`src/hdl/tgow_pkg.sv`:
```
// Shared types, constants and glyph font for the text glyph overlay writer.
`default_nettype none
package tgow_pkg;

  localparam int GlyphRows       = 9;
  localparam int GlyphCols       = 7;
  localparam int LastGlyphOnLine = 8;
  localparam int LinePitch       = 10;
  localparam int BlankGlyph      = 39;
  localparam int NoGlyph         = 40;
  localparam int FrameRowsDef    = 128;
  localparam int FrameColsDef    = 128;

  localparam logic [6:0] StartRowRst = 7'd0;
  localparam logic [6:0] StartColRst = 7'd7;
  localparam logic [6:0] WrapColRst  = 7'd7;
  localparam logic [7:0] InkRst      = 8'd200;

  typedef enum logic [1:0] {
    ACT_DRAW = 2'd0,
    ACT_GAP  = 2'd1,
    ACT_HOME = 2'd2,
    ACT_NONE = 2'd3
  } action_e;

  typedef enum logic [1:0] {
    CFG_START_ROW = 2'd0,
    CFG_START_COL = 2'd1,
    CFG_WRAP_COL  = 2'd2,
    CFG_INK_VALUE = 2'd3
  } cfg_reg_e;

  typedef struct packed {
    logic [5:0] glyph;
    logic [7:0] row;
    logic [7:0] col;
    logic [3:0] nrows;
    logic [2:0] ncols;
  } cmd_t;

  typedef logic [0:8][6:0] glyph_t;

  function automatic logic [5:0] glyph_index(input logic [7:0] code);
    logic [5:0] idx;
    idx = 6'(NoGlyph);
    if (code >= 8'd97 && code <= 8'd122) idx = 6'(code - 8'd97);
    else if (code >= 8'd48 && code <= 8'd57) idx = 6'(code - 8'd22);
    else if (code == 8'd46) idx = 6'd36;
    else if (code == 8'd44) idx = 6'd37;
    else if (code == 8'd33) idx = 6'd38;
    return idx;
  endfunction

  function automatic glyph_t glyph_font(input logic [5:0] idx);
    glyph_t g;
    case (idx)
      6'd0:  g = {7'd0, 7'd8, 7'd20, 7'd34, 7'd62, 7'd34, 7'd34, 7'd34, 7'd0};
      6'd1:  g = {7'd0, 7'd60, 7'd34, 7'd34, 7'd60, 7'd34, 7'd34, 7'd60, 7'd0};
      6'd2:  g = {7'd0, 7'd28, 7'd34, 7'd32, 7'd32, 7'd32, 7'd34, 7'd28, 7'd0};
      6'd3:  g = {7'd0, 7'd60, 7'd34, 7'd34, 7'd34, 7'd34, 7'd34, 7'd60, 7'd0};
      6'd4:  g = {7'd0, 7'd62, 7'd32, 7'd32, 7'd60, 7'd32, 7'd32, 7'd62, 7'd0};
      6'd5:  g = {7'd0, 7'd62, 7'd32, 7'd32, 7'd60, 7'd32, 7'd32, 7'd32, 7'd0};
      6'd6:  g = {7'd0, 7'd28, 7'd34, 7'd32, 7'd38, 7'd34, 7'd34, 7'd30, 7'd0};
      6'd7:  g = {7'd0, 7'd34, 7'd34, 7'd34, 7'd62, 7'd34, 7'd34, 7'd34, 7'd0};
      6'd8:  g = {7'd0, 7'd62, 7'd8, 7'd8, 7'd8, 7'd8, 7'd8, 7'd62, 7'd0};
      6'd9:  g = {7'd0, 7'd62, 7'd8, 7'd8, 7'd8, 7'd40, 7'd40, 7'd16, 7'd0};
      6'd10: g = {7'd0, 7'd34, 7'd36, 7'd40, 7'd48, 7'd40, 7'd36, 7'd34, 7'd0};
      6'd11: g = {7'd0, 7'd32, 7'd32, 7'd32, 7'd32, 7'd32, 7'd32, 7'd62, 7'd0};
      6'd12: g = {7'd0, 7'd34, 7'd54, 7'd42, 7'd42, 7'd42, 7'd42, 7'd42, 7'd0};
      6'd13: g = {7'd0, 7'd34, 7'd50, 7'd42, 7'd42, 7'd38, 7'd38, 7'd34, 7'd0};
      6'd14: g = {7'd0, 7'd28, 7'd34, 7'd34, 7'd34, 7'd34, 7'd34, 7'd28, 7'd0};
      6'd15: g = {7'd0, 7'd60, 7'd34, 7'd34, 7'd60, 7'd32, 7'd32, 7'd32, 7'd0};
      6'd16: g = {7'd0, 7'd28, 7'd34, 7'd34, 7'd34, 7'd42, 7'd38, 7'd30, 7'd0};
      6'd17: g = {7'd0, 7'd60, 7'd34, 7'd34, 7'd60, 7'd34, 7'd34, 7'd34, 7'd0};
      6'd18: g = {7'd0, 7'd28, 7'd34, 7'd32, 7'd28, 7'd2, 7'd34, 7'd28, 7'd0};
      6'd19: g = {7'd0, 7'd62, 7'd8, 7'd8, 7'd8, 7'd8, 7'd8, 7'd8, 7'd0};
      6'd20: g = {7'd0, 7'd34, 7'd34, 7'd34, 7'd34, 7'd34, 7'd34, 7'd28, 7'd0};
      6'd21: g = {7'd0, 7'd34, 7'd34, 7'd34, 7'd20, 7'd20, 7'd20, 7'd8, 7'd0};
      6'd22: g = {7'd0, 7'd34, 7'd42, 7'd42, 7'd42, 7'd28, 7'd28, 7'd20, 7'd0};
      6'd23: g = {7'd0, 7'd34, 7'd34, 7'd20, 7'd8, 7'd20, 7'd34, 7'd34, 7'd0};
      6'd24: g = {7'd0, 7'd34, 7'd34, 7'd20, 7'd8, 7'd8, 7'd8, 7'd8, 7'd0};
      6'd25: g = {7'd0, 7'd62, 7'd2, 7'd4, 7'd8, 7'd16, 7'd32, 7'd62, 7'd0};
      6'd26: g = {7'd0, 7'd28, 7'd38, 7'd38, 7'd42, 7'd42, 7'd50, 7'd28, 7'd0};
      6'd27: g = {7'd0, 7'd8, 7'd24, 7'd40, 7'd8, 7'd8, 7'd8, 7'd62, 7'd0};
      6'd28: g = {7'd0, 7'd28, 7'd34, 7'd4, 7'd8, 7'd16, 7'd32, 7'd62, 7'd0};
      6'd29: g = {7'd0, 7'd28, 7'd34, 7'd2, 7'd28, 7'd2, 7'd34, 7'd28, 7'd0};
      6'd30: g = {7'd0, 7'd40, 7'd40, 7'd40, 7'd62, 7'd8, 7'd8, 7'd8, 7'd0};
      6'd31: g = {7'd0, 7'd62, 7'd32, 7'd32, 7'd60, 7'd2, 7'd34, 7'd28, 7'd0};
      6'd32: g = {7'd0, 7'd28, 7'd34, 7'd32, 7'd60, 7'd34, 7'd34, 7'd28, 7'd0};
      6'd33: g = {7'd0, 7'd62, 7'd2, 7'd2, 7'd4, 7'd8, 7'd16, 7'd32, 7'd0};
      6'd34: g = {7'd0, 7'd28, 7'd34, 7'd34, 7'd28, 7'd34, 7'd34, 7'd28, 7'd0};
      6'd35: g = {7'd0, 7'd28, 7'd34, 7'd34, 7'd30, 7'd2, 7'd2, 7'd2, 7'd0};
      6'd36: g = {7'd0, 7'd0, 7'd0, 7'd0, 7'd0, 7'd0, 7'd24, 7'd24, 7'd0};
      6'd37: g = {7'd0, 7'd0, 7'd0, 7'd0, 7'd0, 7'd0, 7'd24, 7'd24, 7'd8};
      6'd38: g = {7'd0, 7'd8, 7'd8, 7'd8, 7'd8, 7'd8, 7'd0, 7'd8, 7'd0};
      default: g = '0;
    endcase
    return g;
  endfunction

endpackage
`default_nettype wire

```
`src/hdl/tgow_front.sv`:
```
// Front end: accepts characters, tracks the text cursor, issues glyph commands.
`default_nettype none
module tgow_front #(
  parameter int FRAME_ROWS = tgow_pkg::FrameRowsDef,
  parameter int FRAME_COLS = tgow_pkg::FrameColsDef
) (
  input  wire logic             clk_i,
  input  wire logic             rst_ni,
  input  wire logic             accept_i,
  input  wire logic [1:0]       action_i,
  input  wire logic [7:0]       char_code_i,
  input  wire logic [6:0]       start_row_i,
  input  wire logic [6:0]       start_col_i,
  input  wire logic [6:0]       wrap_col_i,
  output tgow_pkg::cmd_t        cmd_o,
  output logic                  push_o
);
  import tgow_pkg::*;

  localparam int RowW = ($clog2(FRAME_ROWS + 1) > 9) ? $clog2(FRAME_ROWS + 1) : 9;
  localparam int ColW = ($clog2(FRAME_COLS + 1) > 9) ? $clog2(FRAME_COLS + 1) : 9;

  logic [7:0] row_q, row_d, col_q, col_d;
  logic [3:0] line_q, line_d;
  action_e    act;
  logic [5:0] glyph;
  logic [8:0] row_sum, col_sum;
  logic [7:0] col_adv, row_adv;
  logic [RowW-1:0] row_ext, row_room;
  logic [ColW-1:0] col_ext, col_room;
  logic [3:0] nrows;
  logic [2:0] ncols;

  always_ff @(posedge clk_i or negedge rst_ni) begin
    if (!rst_ni) begin
      row_q  <= {1'b0, StartRowRst};
      col_q  <= {1'b0, StartColRst};
      line_q <= '0;
    end else begin
      row_q  <= row_d;
      col_q  <= col_d;
      line_q <= line_d;
    end
  end

  always_comb begin
    act      = action_e'(action_i);
    glyph    = (act == ACT_GAP) ? 6'(BlankGlyph) : glyph_index(char_code_i);
    row_ext  = RowW'(row_q);
    col_ext  = ColW'(col_q);
    row_room = RowW'(FRAME_ROWS) - row_ext;
    col_room = ColW'(FRAME_COLS) - col_ext;
    if (row_ext >= RowW'(FRAME_ROWS)) nrows = '0;
    else if (row_room >= RowW'(GlyphRows)) nrows = 4'(GlyphRows);
    else nrows = 4'(row_room);
    if (col_ext >= ColW'(FRAME_COLS)) ncols = '0;
    else if (col_room >= ColW'(GlyphCols)) ncols = 3'(GlyphCols);
    else ncols = 3'(col_room);
    col_sum = {1'b0, col_q} + 9'(GlyphCols);
    row_sum = {1'b0, row_q} + 9'(LinePitch);
    col_adv = col_sum[8] ? 8'hFF : col_sum[7:0];
    row_adv = row_sum[8] ? 8'hFF : row_sum[7:0];

    row_d  = row_q;
    col_d  = col_q;
    line_d = line_q;
    push_o = 1'b0;
    cmd_o  = '{glyph: glyph, row: row_q, col: col_q, nrows: nrows, ncols: ncols};

    if (accept_i) begin
      unique case (act) inside
        ACT_HOME: begin
          row_d  = {1'b0, start_row_i};
          col_d  = {1'b0, start_col_i};
          line_d = '0;
        end
        ACT_DRAW, ACT_GAP: begin
          push_o = (glyph != 6'(NoGlyph)) && (nrows != '0) && (ncols != '0);
          if (line_q >= 4'(LastGlyphOnLine)) begin
            col_d  = {1'b0, wrap_col_i};
            row_d  = row_adv;
            line_d = '0;
          end else begin
            col_d  = col_adv;
            line_d = line_q + 4'd1;
          end
        end
        default: ;
      endcase
    end
  end

endmodule
`default_nettype wire

```
`src/hdl/tgow_queue.sv`:
```
// Two-entry command queue between the front end and the pixel walker.
`default_nettype none
module tgow_queue (
  input  wire logic          clk_i,
  input  wire logic          rst_ni,
  input  wire logic          push_i,
  input  wire tgow_pkg::cmd_t cmd_i,
  input  wire logic          pop_i,
  output tgow_pkg::cmd_t     cmd_o,
  output logic               valid_o,
  output logic               full_o
);
  import tgow_pkg::*;

  cmd_t       mem_q [2];
  logic       wr_q, rd_q;
  logic [1:0] count_q;
  logic       do_push, do_pop;

  assign full_o  = (count_q == 2'd2);
  assign valid_o = (count_q != 2'd0);
  assign do_push = push_i && !full_o;
  assign do_pop  = pop_i && valid_o;
  assign cmd_o   = mem_q[rd_q];

  always_ff @(posedge clk_i) begin
    if (do_push) begin
      mem_q[wr_q] <= cmd_i;
    end
  end

  always_ff @(posedge clk_i or negedge rst_ni) begin
    if (!rst_ni) begin
      wr_q    <= 1'b0;
      rd_q    <= 1'b0;
      count_q <= '0;
    end else begin
      if (do_push) wr_q <= ~wr_q;
      if (do_pop) rd_q <= ~rd_q;
      count_q <= count_q + 2'(do_push) - 2'(do_pop);
    end
  end

endmodule
`default_nettype wire

```
`src/hdl/tgow_back.sv`:
```
// Back end: walks each glyph cell by cell and registers one pixel write a cycle unless stalled.
`default_nettype none
module tgow_back (
  input  wire logic           clk_i,
  input  wire logic           rst_ni,
  input  wire tgow_pkg::cmd_t cmd_i,
  input  wire logic           cmd_valid_i,
  output logic                pop_o,
  output logic                busy_o,
  input  wire logic [7:0]     ink_value_i,
  output logic                out_valid_o,
  input  wire logic           out_stall_i,
  output logic [6:0]          pixel_row_o,
  output logic [6:0]          pixel_col_o,
  output logic [7:0]          pixel_value_o,
  output logic                last_pixel_o
);
  import tgow_pkg::*;

  cmd_t       cur_q;
  logic       busy_q;
  logic [3:0] i_q;
  logic [2:0] j_q;
  logic       step, row_end, last_cell, dot;
  glyph_t     font;
  logic [6:0] bits;

  assign busy_o    = busy_q;
  assign step      = busy_q && (!out_valid_o || !out_stall_i);
  assign row_end   = (j_q == 3'(cur_q.ncols - 3'd1));
  assign last_cell = row_end && (i_q == 4'(cur_q.nrows - 4'd1));
  assign pop_o     = cmd_valid_i && (!busy_q || (step && last_cell));
  assign font      = glyph_font(cur_q.glyph);
  assign bits      = font[i_q];
  assign dot       = bits[3'(3'd6 - j_q)];

  always_ff @(posedge clk_i or negedge rst_ni) begin
    if (!rst_ni) begin
      busy_q      <= 1'b0;
      i_q         <= '0;
      j_q         <= '0;
      out_valid_o <= 1'b0;
    end else begin
      if (pop_o) begin
        busy_q <= 1'b1;
        i_q    <= '0;
        j_q    <= '0;
      end else if (step && last_cell) begin
        busy_q <= 1'b0;
      end else if (step) begin
        if (row_end) begin
          j_q <= '0;
          i_q <= i_q + 4'd1;
        end else begin
          j_q <= j_q + 3'd1;
        end
      end
      if (step) out_valid_o <= 1'b1;
      else if (!out_stall_i) out_valid_o <= 1'b0;
    end
  end

  always_ff @(posedge clk_i) begin
    if (pop_o) cur_q <= cmd_i;
    if (step) begin
      pixel_row_o   <= 7'(cur_q.row[6:0] + 7'(i_q));
      pixel_col_o   <= 7'(cur_q.col[6:0] + 7'(j_q));
      pixel_value_o <= dot ? ink_value_i : 8'd0;
      last_pixel_o  <= last_cell;
    end
  end

endmodule
`default_nettype wire

```
`src/hdl/text_glyph_overlay_writer_top.sv`:
```
// Top level of the text glyph overlay writer: config registers, front end, queue, back end.
//
// Usage: each input request carries action_i (draw, gap, home) and char_code_i.
// A draw of a-z, 0-9, period, comma or exclamation, and a gap, emit the in-frame
// cells of a 9x7 glyph at the cursor, row-major, one pixel write per cell on
// the output channel; last_pixel_o marks the final write of the character.
// Other codes, home, and fully off-frame glyphs emit nothing.
// A command passes a queue entry, the back end command register, then the pixel register.
// Throughput: one pixel per cycle while the output is not stalled; this is set
// by the back end walking one glyph cell per cycle. The front end runs ahead by
// up to two queued glyphs plus the one in progress, and takes one non-drawing
// item per cycle when the queue has room.
// Config: write registers 0..3 (start_row, start_col, wrap_col, ink_value) only
// while idle; cfg_ready_o is always high.
// Reset: cursor to row 0, column 7, registers to defaults, queue and output empty.
// Output stall holds the pixel register; the walk pauses and the queue fills,
// then in_stall_o rises.
`default_nettype none
module text_glyph_overlay_writer_top #(
  parameter int FRAME_ROWS = tgow_pkg::FrameRowsDef,
  parameter int FRAME_COLS = tgow_pkg::FrameColsDef
) (
  input  wire logic       clk_i,
  input  wire logic       rst_ni,
  input  wire logic       in_valid_i,
  output logic            in_stall_o,
  input  wire logic [1:0] action_i,
  input  wire logic [7:0] char_code_i,
  output logic            out_valid_o,
  input  wire logic       out_stall_i,
  output logic [6:0]      pixel_row_o,
  output logic [6:0]      pixel_col_o,
  output logic [7:0]      pixel_value_o,
  output logic            last_pixel_o,
  input  wire logic       cfg_valid_i,
  output logic            cfg_ready_o,
  input  wire logic [1:0] cfg_index_i,
  input  wire logic [7:0] cfg_data_i
);
  import tgow_pkg::*;

  logic [6:0] start_row_q, start_col_q, wrap_col_q;
  logic [7:0] ink_q;
  logic       accept, push, q_full, q_valid, pop, back_busy;
  cmd_t       cmd_in, cmd_out;

  assign cfg_ready_o = 1'b1;
  assign in_stall_o  = q_full;
  assign accept      = in_valid_i && !in_stall_o;

  always_ff @(posedge clk_i or negedge rst_ni) begin
    if (!rst_ni) begin
      start_row_q <= StartRowRst;
      start_col_q <= StartColRst;
      wrap_col_q  <= WrapColRst;
      ink_q       <= InkRst;
    end else if (cfg_valid_i && cfg_ready_o) begin
      unique case (cfg_reg_e'(cfg_index_i))
        CFG_START_ROW: start_row_q <= cfg_data_i[6:0];
        CFG_START_COL: start_col_q <= cfg_data_i[6:0];
        CFG_WRAP_COL:  wrap_col_q  <= cfg_data_i[6:0];
        CFG_INK_VALUE: ink_q       <= cfg_data_i;
        default: ;
      endcase
    end
  end

  tgow_front #(
    .FRAME_ROWS(FRAME_ROWS),
    .FRAME_COLS(FRAME_COLS)
  ) u_front (
    .clk_i      (clk_i),
    .rst_ni     (rst_ni),
    .accept_i   (accept),
    .action_i   (action_i),
    .char_code_i(char_code_i),
    .start_row_i(start_row_q),
    .start_col_i(start_col_q),
    .wrap_col_i (wrap_col_q),
    .cmd_o      (cmd_in),
    .push_o     (push)
  );

  tgow_queue u_queue (
    .clk_i  (clk_i),
    .rst_ni (rst_ni),
    .push_i (push),
    .cmd_i  (cmd_in),
    .pop_i  (pop),
    .cmd_o  (cmd_out),
    .valid_o(q_valid),
    .full_o (q_full)
  );

  tgow_back u_back (
    .clk_i        (clk_i),
    .rst_ni       (rst_ni),
    .cmd_i        (cmd_out),
    .cmd_valid_i  (q_valid),
    .pop_o        (pop),
    .busy_o       (back_busy),
    .ink_value_i  (ink_q),
    .out_valid_o  (out_valid_o),
    .out_stall_i  (out_stall_i),
    .pixel_row_o  (pixel_row_o),
    .pixel_col_o  (pixel_col_o),
    .pixel_value_o(pixel_value_o),
    .last_pixel_o (last_pixel_o)
  );

  a_push_has_room: assert property (@(posedge clk_i) disable iff (!rst_ni)
    push |-> !q_full)
    else $error("command pushed into a full queue");

  a_idle_back_pops: assert property (@(posedge clk_i) disable iff (!rst_ni)
    (q_valid && !back_busy) |=> back_busy)
    else $error("queued command not taken by idle back end");

  a_pixel_value: assert property (@(posedge clk_i) disable iff (!rst_ni)
    out_valid_o |-> (pixel_value_o == 8'd0 || pixel_value_o == ink_q))
    else $error("pixel value is neither ink nor background");

endmodule
`default_nettype wire
```
`config.mk`:
```
export PLATFORM = sky130hd
export DESIGN_NAME = text_glyph_overlay_writer_top
export DESIGN_NICKNAME = d
export VERILOG_FILES = /design/src/hdl/tgow_pkg.sv /design/src/hdl/tgow_front.sv /design/src/hdl/tgow_queue.sv /design/src/hdl/tgow_back.sv /design/src/hdl/text_glyph_overlay_writer_top.sv
export SDC_FILE = /design/constraint.sdc
export NUM_CORES = 1
export LEC_CHECK = 0
export BUFFER_PORTS_ARGS = -buffer_cell sky130_fd_sc_hd__buf_4
export CORE_MARGIN = 2
export CORE_UTILIZATION = 50
export CTS_CLUSTER_DIAMETER = 200
export CTS_CLUSTER_SIZE = 10
export DETAILED_ROUTE_END_ITERATION = 7
export GPL_TIMING_DRIVEN = 0
export PLACE_DENSITY = 0.68
export SYNTH_ARGS = -nofsm -noshare
export SYNTH_HDL_FRONTEND = slang
export SYNTH_SLANG_ARGS = --single-unit
```
`constraint.sdc`:
```
create_clock -name clk_i -period 7 [get_ports clk_i]
set_input_delay 1.4 -clock clk_i [delete_from_list [all_inputs] [get_ports clk_i]]
set_output_delay 1.4 -clock clk_i [all_outputs]
set_load 0.03 [all_outputs]
```
# Word level (Yosys, flattened, before mapping)
# Memories as Yosys holds them, arrays and structs flattened. A register that Yosys moved wholly into a read port is not among the register bits.
# Cells that the tools add are included.
# word_totals
register_bits,85
latchBits,0
ramBits,58
romBits,2304
output_inout_bits,26
memories,2
# classes
addsub,16
mul,0
n_div,0
magnitude_cmp,11
eq_ne,15
shifts,0
mux,39
bitwise,3
reduce_logical,35
# memory_table
memory,words,width,read_ports,rd_clocked_by_memory_dff,write_ports,line,text
(name not given),64,36,1,0,0,tgow_pkg.sv:56,case (idx)
u_queue.mem_q,2,29,1,1,1,tgow_queue.sv:15,cmd_t mem_q [2];
# ops
operator,count
4-bit 2-to-1 mux,10
8-bit 2-to-1 mux,4
8-bit one-hot mux with 2 select lines,2
7-bit binary-select mux with 4-bit select,1
8-bit by 6-bit == test with 1-bit output (second input constant),3
3-bit 2-to-1 mux,6
6-bit 2-to-1 mux,3
8-bit by 8-bit subtractor with 9-bit output (first input constant),2
8-bit >= comparator (second input constant),2
7-bit 2-to-1 mux,2
2-bit AND reduction,6
1-bit logical AND,11
2-bit nonzero test,5
8-bit by 3-bit adder with 9-bit output (second input constant),1
8-bit by 4-bit adder with 9-bit output (second input constant),1
9-bit by 3-bit >= comparator with 1-bit output (second input constant),1
9-bit by 4-bit >= comparator with 1-bit output (second input constant),1
1-bit 2-to-1 mux,9
4-bit by 1-bit adder with 4-bit output (second input constant),2
2-bit == test (second input constant),4
8-bit by 6-bit >= comparator with 1-bit output (second input constant),1
8-bit by 7-bit >= comparator with 1-bit output (second input constant),1
8-bit by 6-bit <= comparator with 1-bit output (second input constant),1
8-bit by 7-bit <= comparator with 1-bit output (second input constant),1
30 further kinds,39

# Depth between registers and ports, before layout
# depth
depth_word,15
depth_mapped,13
mapped_depth_nobuf,12

# Cells and area by module
# Synthesis repeated with hierarchy kept, for this count alone.
# unflattened
hier_cells,998
area_unflattened_um2,11058.1
# by_module_without_submodules
mod,instances,cells_per_inst,area_per_inst_um2,seq_area_each_um2
tgow_back,1,544,5495.3,2427.3
tgow_queue,1,108,2296.0,1841.8
tgow_front,1,281,2134.5,504.2
text_glyph_overlay_writer_top,1,65,1132.3,737.0

# Worst setup path after synthesis
# No wires, ideal clock.
# synth_timing
path_type,input -> register
startpoint,input char_code_i[1]
endpoint,memory u_queue.mem_q[0][0] in the netlist's numbering (enable)
arrival_ns,4.129
required_ns,6.586
slack_ns,2.457
stages,9
n_path_buf,0
path_cell_list,inv_1 > ha_1 > o21bai_1 > a21oi_1 > nand2_1 > a221oi_1 > nor3b_1 > a31oi_4 > nor2b_1
# synth_lines
item,line,text
"start, declared",text_glyph_overlay_writer_top.sv:28,"input wire logic [7:0] char_code_i,"
"end, declared",tgow_queue.sv:15,

# Worst setup path in the final report
# layout_timing
startpoint,"register, netlist name u_back.cur_q[24]"
endpoint,register u_back.pixel_value_o[7] (data pin)
# layout_via
elab_chain_len,6
# layout_rtl
item,line,text
memory read 64 x 36 bit,-,
7-bit binary-select mux with 4-bit select,tgow_back.sv:34,assign bits = font[i_q];
7-bit 2-to-1 mux (implied by the code) (2 in series),tgow_back.sv:34,
1-bit binary-select mux with 3-bit select,tgow_back.sv:35,assign dot = bits[3'(3'd6 - j_q)];
1-bit 2-to-1 mux (implied by the code),tgow_back.sv:35,
"end signal, assigned",tgow_back.sv:68,pixel_value_o <= dot ? ink_value_i : 8'd0;
"end, declared",tgow_back.sv:15,"output logic [7:0] pixel_value_o,"
# Every way passes these cells. The select of a mux whose other input is x is not followed.
# A chain may end at the register's enable or synchronous reset.

==> metrics <==
largest family of logic cells by synthesized area compound AO/OA/AOI/OAI gates; RSZ-0062 raised after global routing false; ys async rst share ~37%; Post-Route WL 26200 µm; flop2flop setup slack 2.80 ns; Critical Path Fanout Max 10; Max stage delay cell, worst path o31ai_2; kind of critical path reg -> reg; 1st-iter DRT viols 838; most used cell, CP clkbuf_1; Routed Antenna Nets 0; Fillers 1607; setup TNS 0 ns; Resized Gates After CTS 0; R2R cell count 12; FF-to-FF Start u_back.cur_q[24]; worst-case hold path end point u_queue.mem_q[0][18]; Slew Viols, Final 0; Critical Path Sink Type register; # setup viols final 0; post-synthesis mux area share 7.90%; Ant. Diodes 0; post-CTS setup repair buffer count 0; syn_nets 959; DRC Markers 0; Longest Clk Path Bufs 2; hpwl dp 19000 µm; fmax 0.238 GHz; Yosys warnings 0; Die Ht 143 µm; #FFs+latches synth 166; max incr delay on CP 0.67 ns; CP Data Arrival Time 4.35 ns; CTS tree yes; gpl congestion 1.01; Die X-Extent ~140 µm; global-route wire length before repair 40500 µm; Final Skew 0.0103 ns; Most used DFF post-synth edfxtp_1; Pwr Total 3.62 mW; Worst-path clk slew 0.07 ns; Synth Cell Area a little under 10000 µm²; DRT Pass-1 Iters 6; status finished, final reports clean; max_cap viols 0; Seq/Total Area, Yosys 48.4%; Yosys cell types 80; crit path cell chain clkbuf_1, inv_1, ha_1, buf_2, and2_0, clkbuf_1, nor2_1, o22ai_1, a221oi_1, a2111oi_1, o31ai_2, a21oi_1; Tot GR Track Use 26.4%; Min-Delay Startpoint u_front.row_q[3]; routed length per placed instance approximately 21 µm; cell depth of the worst hold path 0; Tcrit/Tclk final between 60% and 70%; syn avg cell area 10.9 µm²; hold_buf cts 0; startpoint types register; Vias/cell 6.12; die area 20500 µm²; Port Buf Inserts 48; num rows 50; minimum clock period roughly 4.2 ns; Worst Tran Pin Value 1.03 ns; initial antenna violation count 0; Gate Count Post-Synth 887; Synth Area in Compound Gates 17.4%; fraction of layout cells with a size suffix above 1 19.3%; Synth Area in Adders approximately 6.2%; GR Overflow Total 0; number of synthesized flops with an enable pin 104; Leak 4.19 nW; Clock Tree Root clkbuf_16; worst r2r dst u_back.pixel_value_o[7]; Post-Synth Simple-Gate Area around 12%; Hold Path Class reg -> reg; Clock Sinks 166; pwr dens 329 nW/µm²; VDD IR max 0.000283 V; vias approximately 7500; CP Data Required Time between 7 and 8 ns; vias in the first global route 7130; Boundary Pins just over 50; Synth Area in XOR/XNOR under 10%; Slew HR 31.3%; Clk Latency, worst-skew pair 0.43 ns; Net count, final 1027; final hold vios 0; P&R area growth vs syn 13.7%; largest net degree at the start of global routing 63; Initial Util 51.5%; H-tree levels 4; core area around 19000 µm²; Inserted Clock Buffers 17
[power breakdown]
| part | internal [mW] | leakage [nW] | switching [mW] |
|---|---|---|---|
| registers | 1.31 | 1.66 | 0.171 |
| logic | 0.465 | 2.24 | 0.735 |
| clock network | 0.544 | 0.291 | 0.399 |
| total | 2.32 | 4.19 | 1.30 |
[synthesized netlist by cell type, drive strengths merged, types with 19 or more instances]
master  count  area [µm²]
nor2b      22         138
xnor2      19         166
ha         45         563
edfxtp    104        3120
o21ai      45         225
mux2       60         676
a21oi      56         280
dfrtp      50        1250
nor2       49         184
nand2b     19         119
clkbuf     25        93.8
buf        22         144
nand2      54         203
inv        49         184
[cell type report]
cell class | count | area, µm² | share of cell area [%]
clock inverters | 14 | 161 | 1.47
clock buffers | 18 | 439 | 3.99
inverters | 52 | 195 | 1.77
well taps | 260 | 325 | 2.95
plain buffers | 47 | 238 | 2.16
multi-input cells | 622 | 4580 | 41.6
repair buffers | 49 | 388 | 3.52
flip-flops and latches | 166 | 4690 | 42.6
[flip-flops by register name, summed over array words and instances, names as in the netlist]
register	count
u_queue.mem_q	54
u_back.cur_q	27
ink_q	8
u_back.pixel_value_o	8
u_front.col_q	8
u_front.row_q	8
start_col_q	7
start_row_q	7
u_back.pixel_col_o	7
u_back.pixel_row_o	7
wrap_col_q	7
u_back.i_q	4
u_front.line_q	4
u_back.j_q	3
u_queue.count_q	2
u_back.busy_o	1
u_back.last_pixel_o	1
u_back.out_valid_o	1
u_queue.rd_q	1
u_queue.wr_q	1
[critical path, delay by kind of cell, from the launching register on]
family                   cells  cell delay, ns
adder cells (fa/ha/maj)      1            0.28
buffers and inverters        4            1.22
AND/OR/NAND/NOR              2            0.45
flip-flops                   1            0.53
AO/OA/AOI/OAI                5            1.43
[stage by stage]
stage	cells	utilization (%)	area (µm²)	hold WS [ns]	setup slack, ns
2_1_floorplan	887	-	9690	0.437	2.46
3_3_place_gp	1195	55.1	10400	0.471	1.29
3_5_place_dp	1196	55.3	10400	0.492	2.14
4_1_cts	1228	58.5	11000	0.507	2.59
5_1_grt	1228	58.5	11000	0.522	2.47
6_report	1228	58.5	11000	0.503	2.80
[routing by layer]
metal  vias to the layer above  track usage [%]  wire, µm
li1                       3468                -         -
met1                      3616             39.1     11900
met2                       350             38.1     11200
met3                        78             5.60      2070
met4                         0             10.1       989
met5                         -                0         0
[cell families after synthesis]
| group | count (synthesis) |
|---|---|
| muxes | 69 |
| xor gates and xnor gates | 35 |
| buffers and inverters | 99 |
| and+or+nand+nor | 227 |
| adders and majority gates | 47 |
| AOI/OAI and AO/OA | 243 |
| other | 1 |
| DFF | 166 |
[how the worst max path moves through the flow]
stage,start,cells past startpoint,to,slack [ns]
floorplan,char_code_i[1],9,u_queue.mem_q[0][0],2.46
global placement,char_code_i[2],11,u_queue.mem_q[0][12],1.29
detailed placement,char_code_i[1],10,u_queue.mem_q[1][12],2.14
CTS,char_code_i[1],10,u_queue.mem_q[1][7],2.59
global route,u_back.cur_q[24],12,u_back.pixel_value_o[4],2.47
finish,u_back.cur_q[24],12,u_back.pixel_value_o[7],2.80
[cell usage in the layout, fill, tap and decap left out, drive strengths merged, types with 19 or more instances in the layout]
| master | netlist | layout |
|---|---|---|
| dfrtp | 50 | 50 |
| edfxtp | 104 | 104 |
| buf | 22 | 71 |
| o21ai | 45 | 45 |
| a21oi | 56 | 56 |
| inv | 49 | 56 |
| clkbuf | 25 | 43 |
| mux2 | 60 | 60 |
| nor2 | 49 | 49 |
| xnor2 | 19 | 19 |
| nor2b | 22 | 22 |
| ha | 45 | 45 |
| nand2 | 54 | 54 |
| nand2b | 19 | 19 |
No activity file was read; power rests on OpenSTA's default activity.
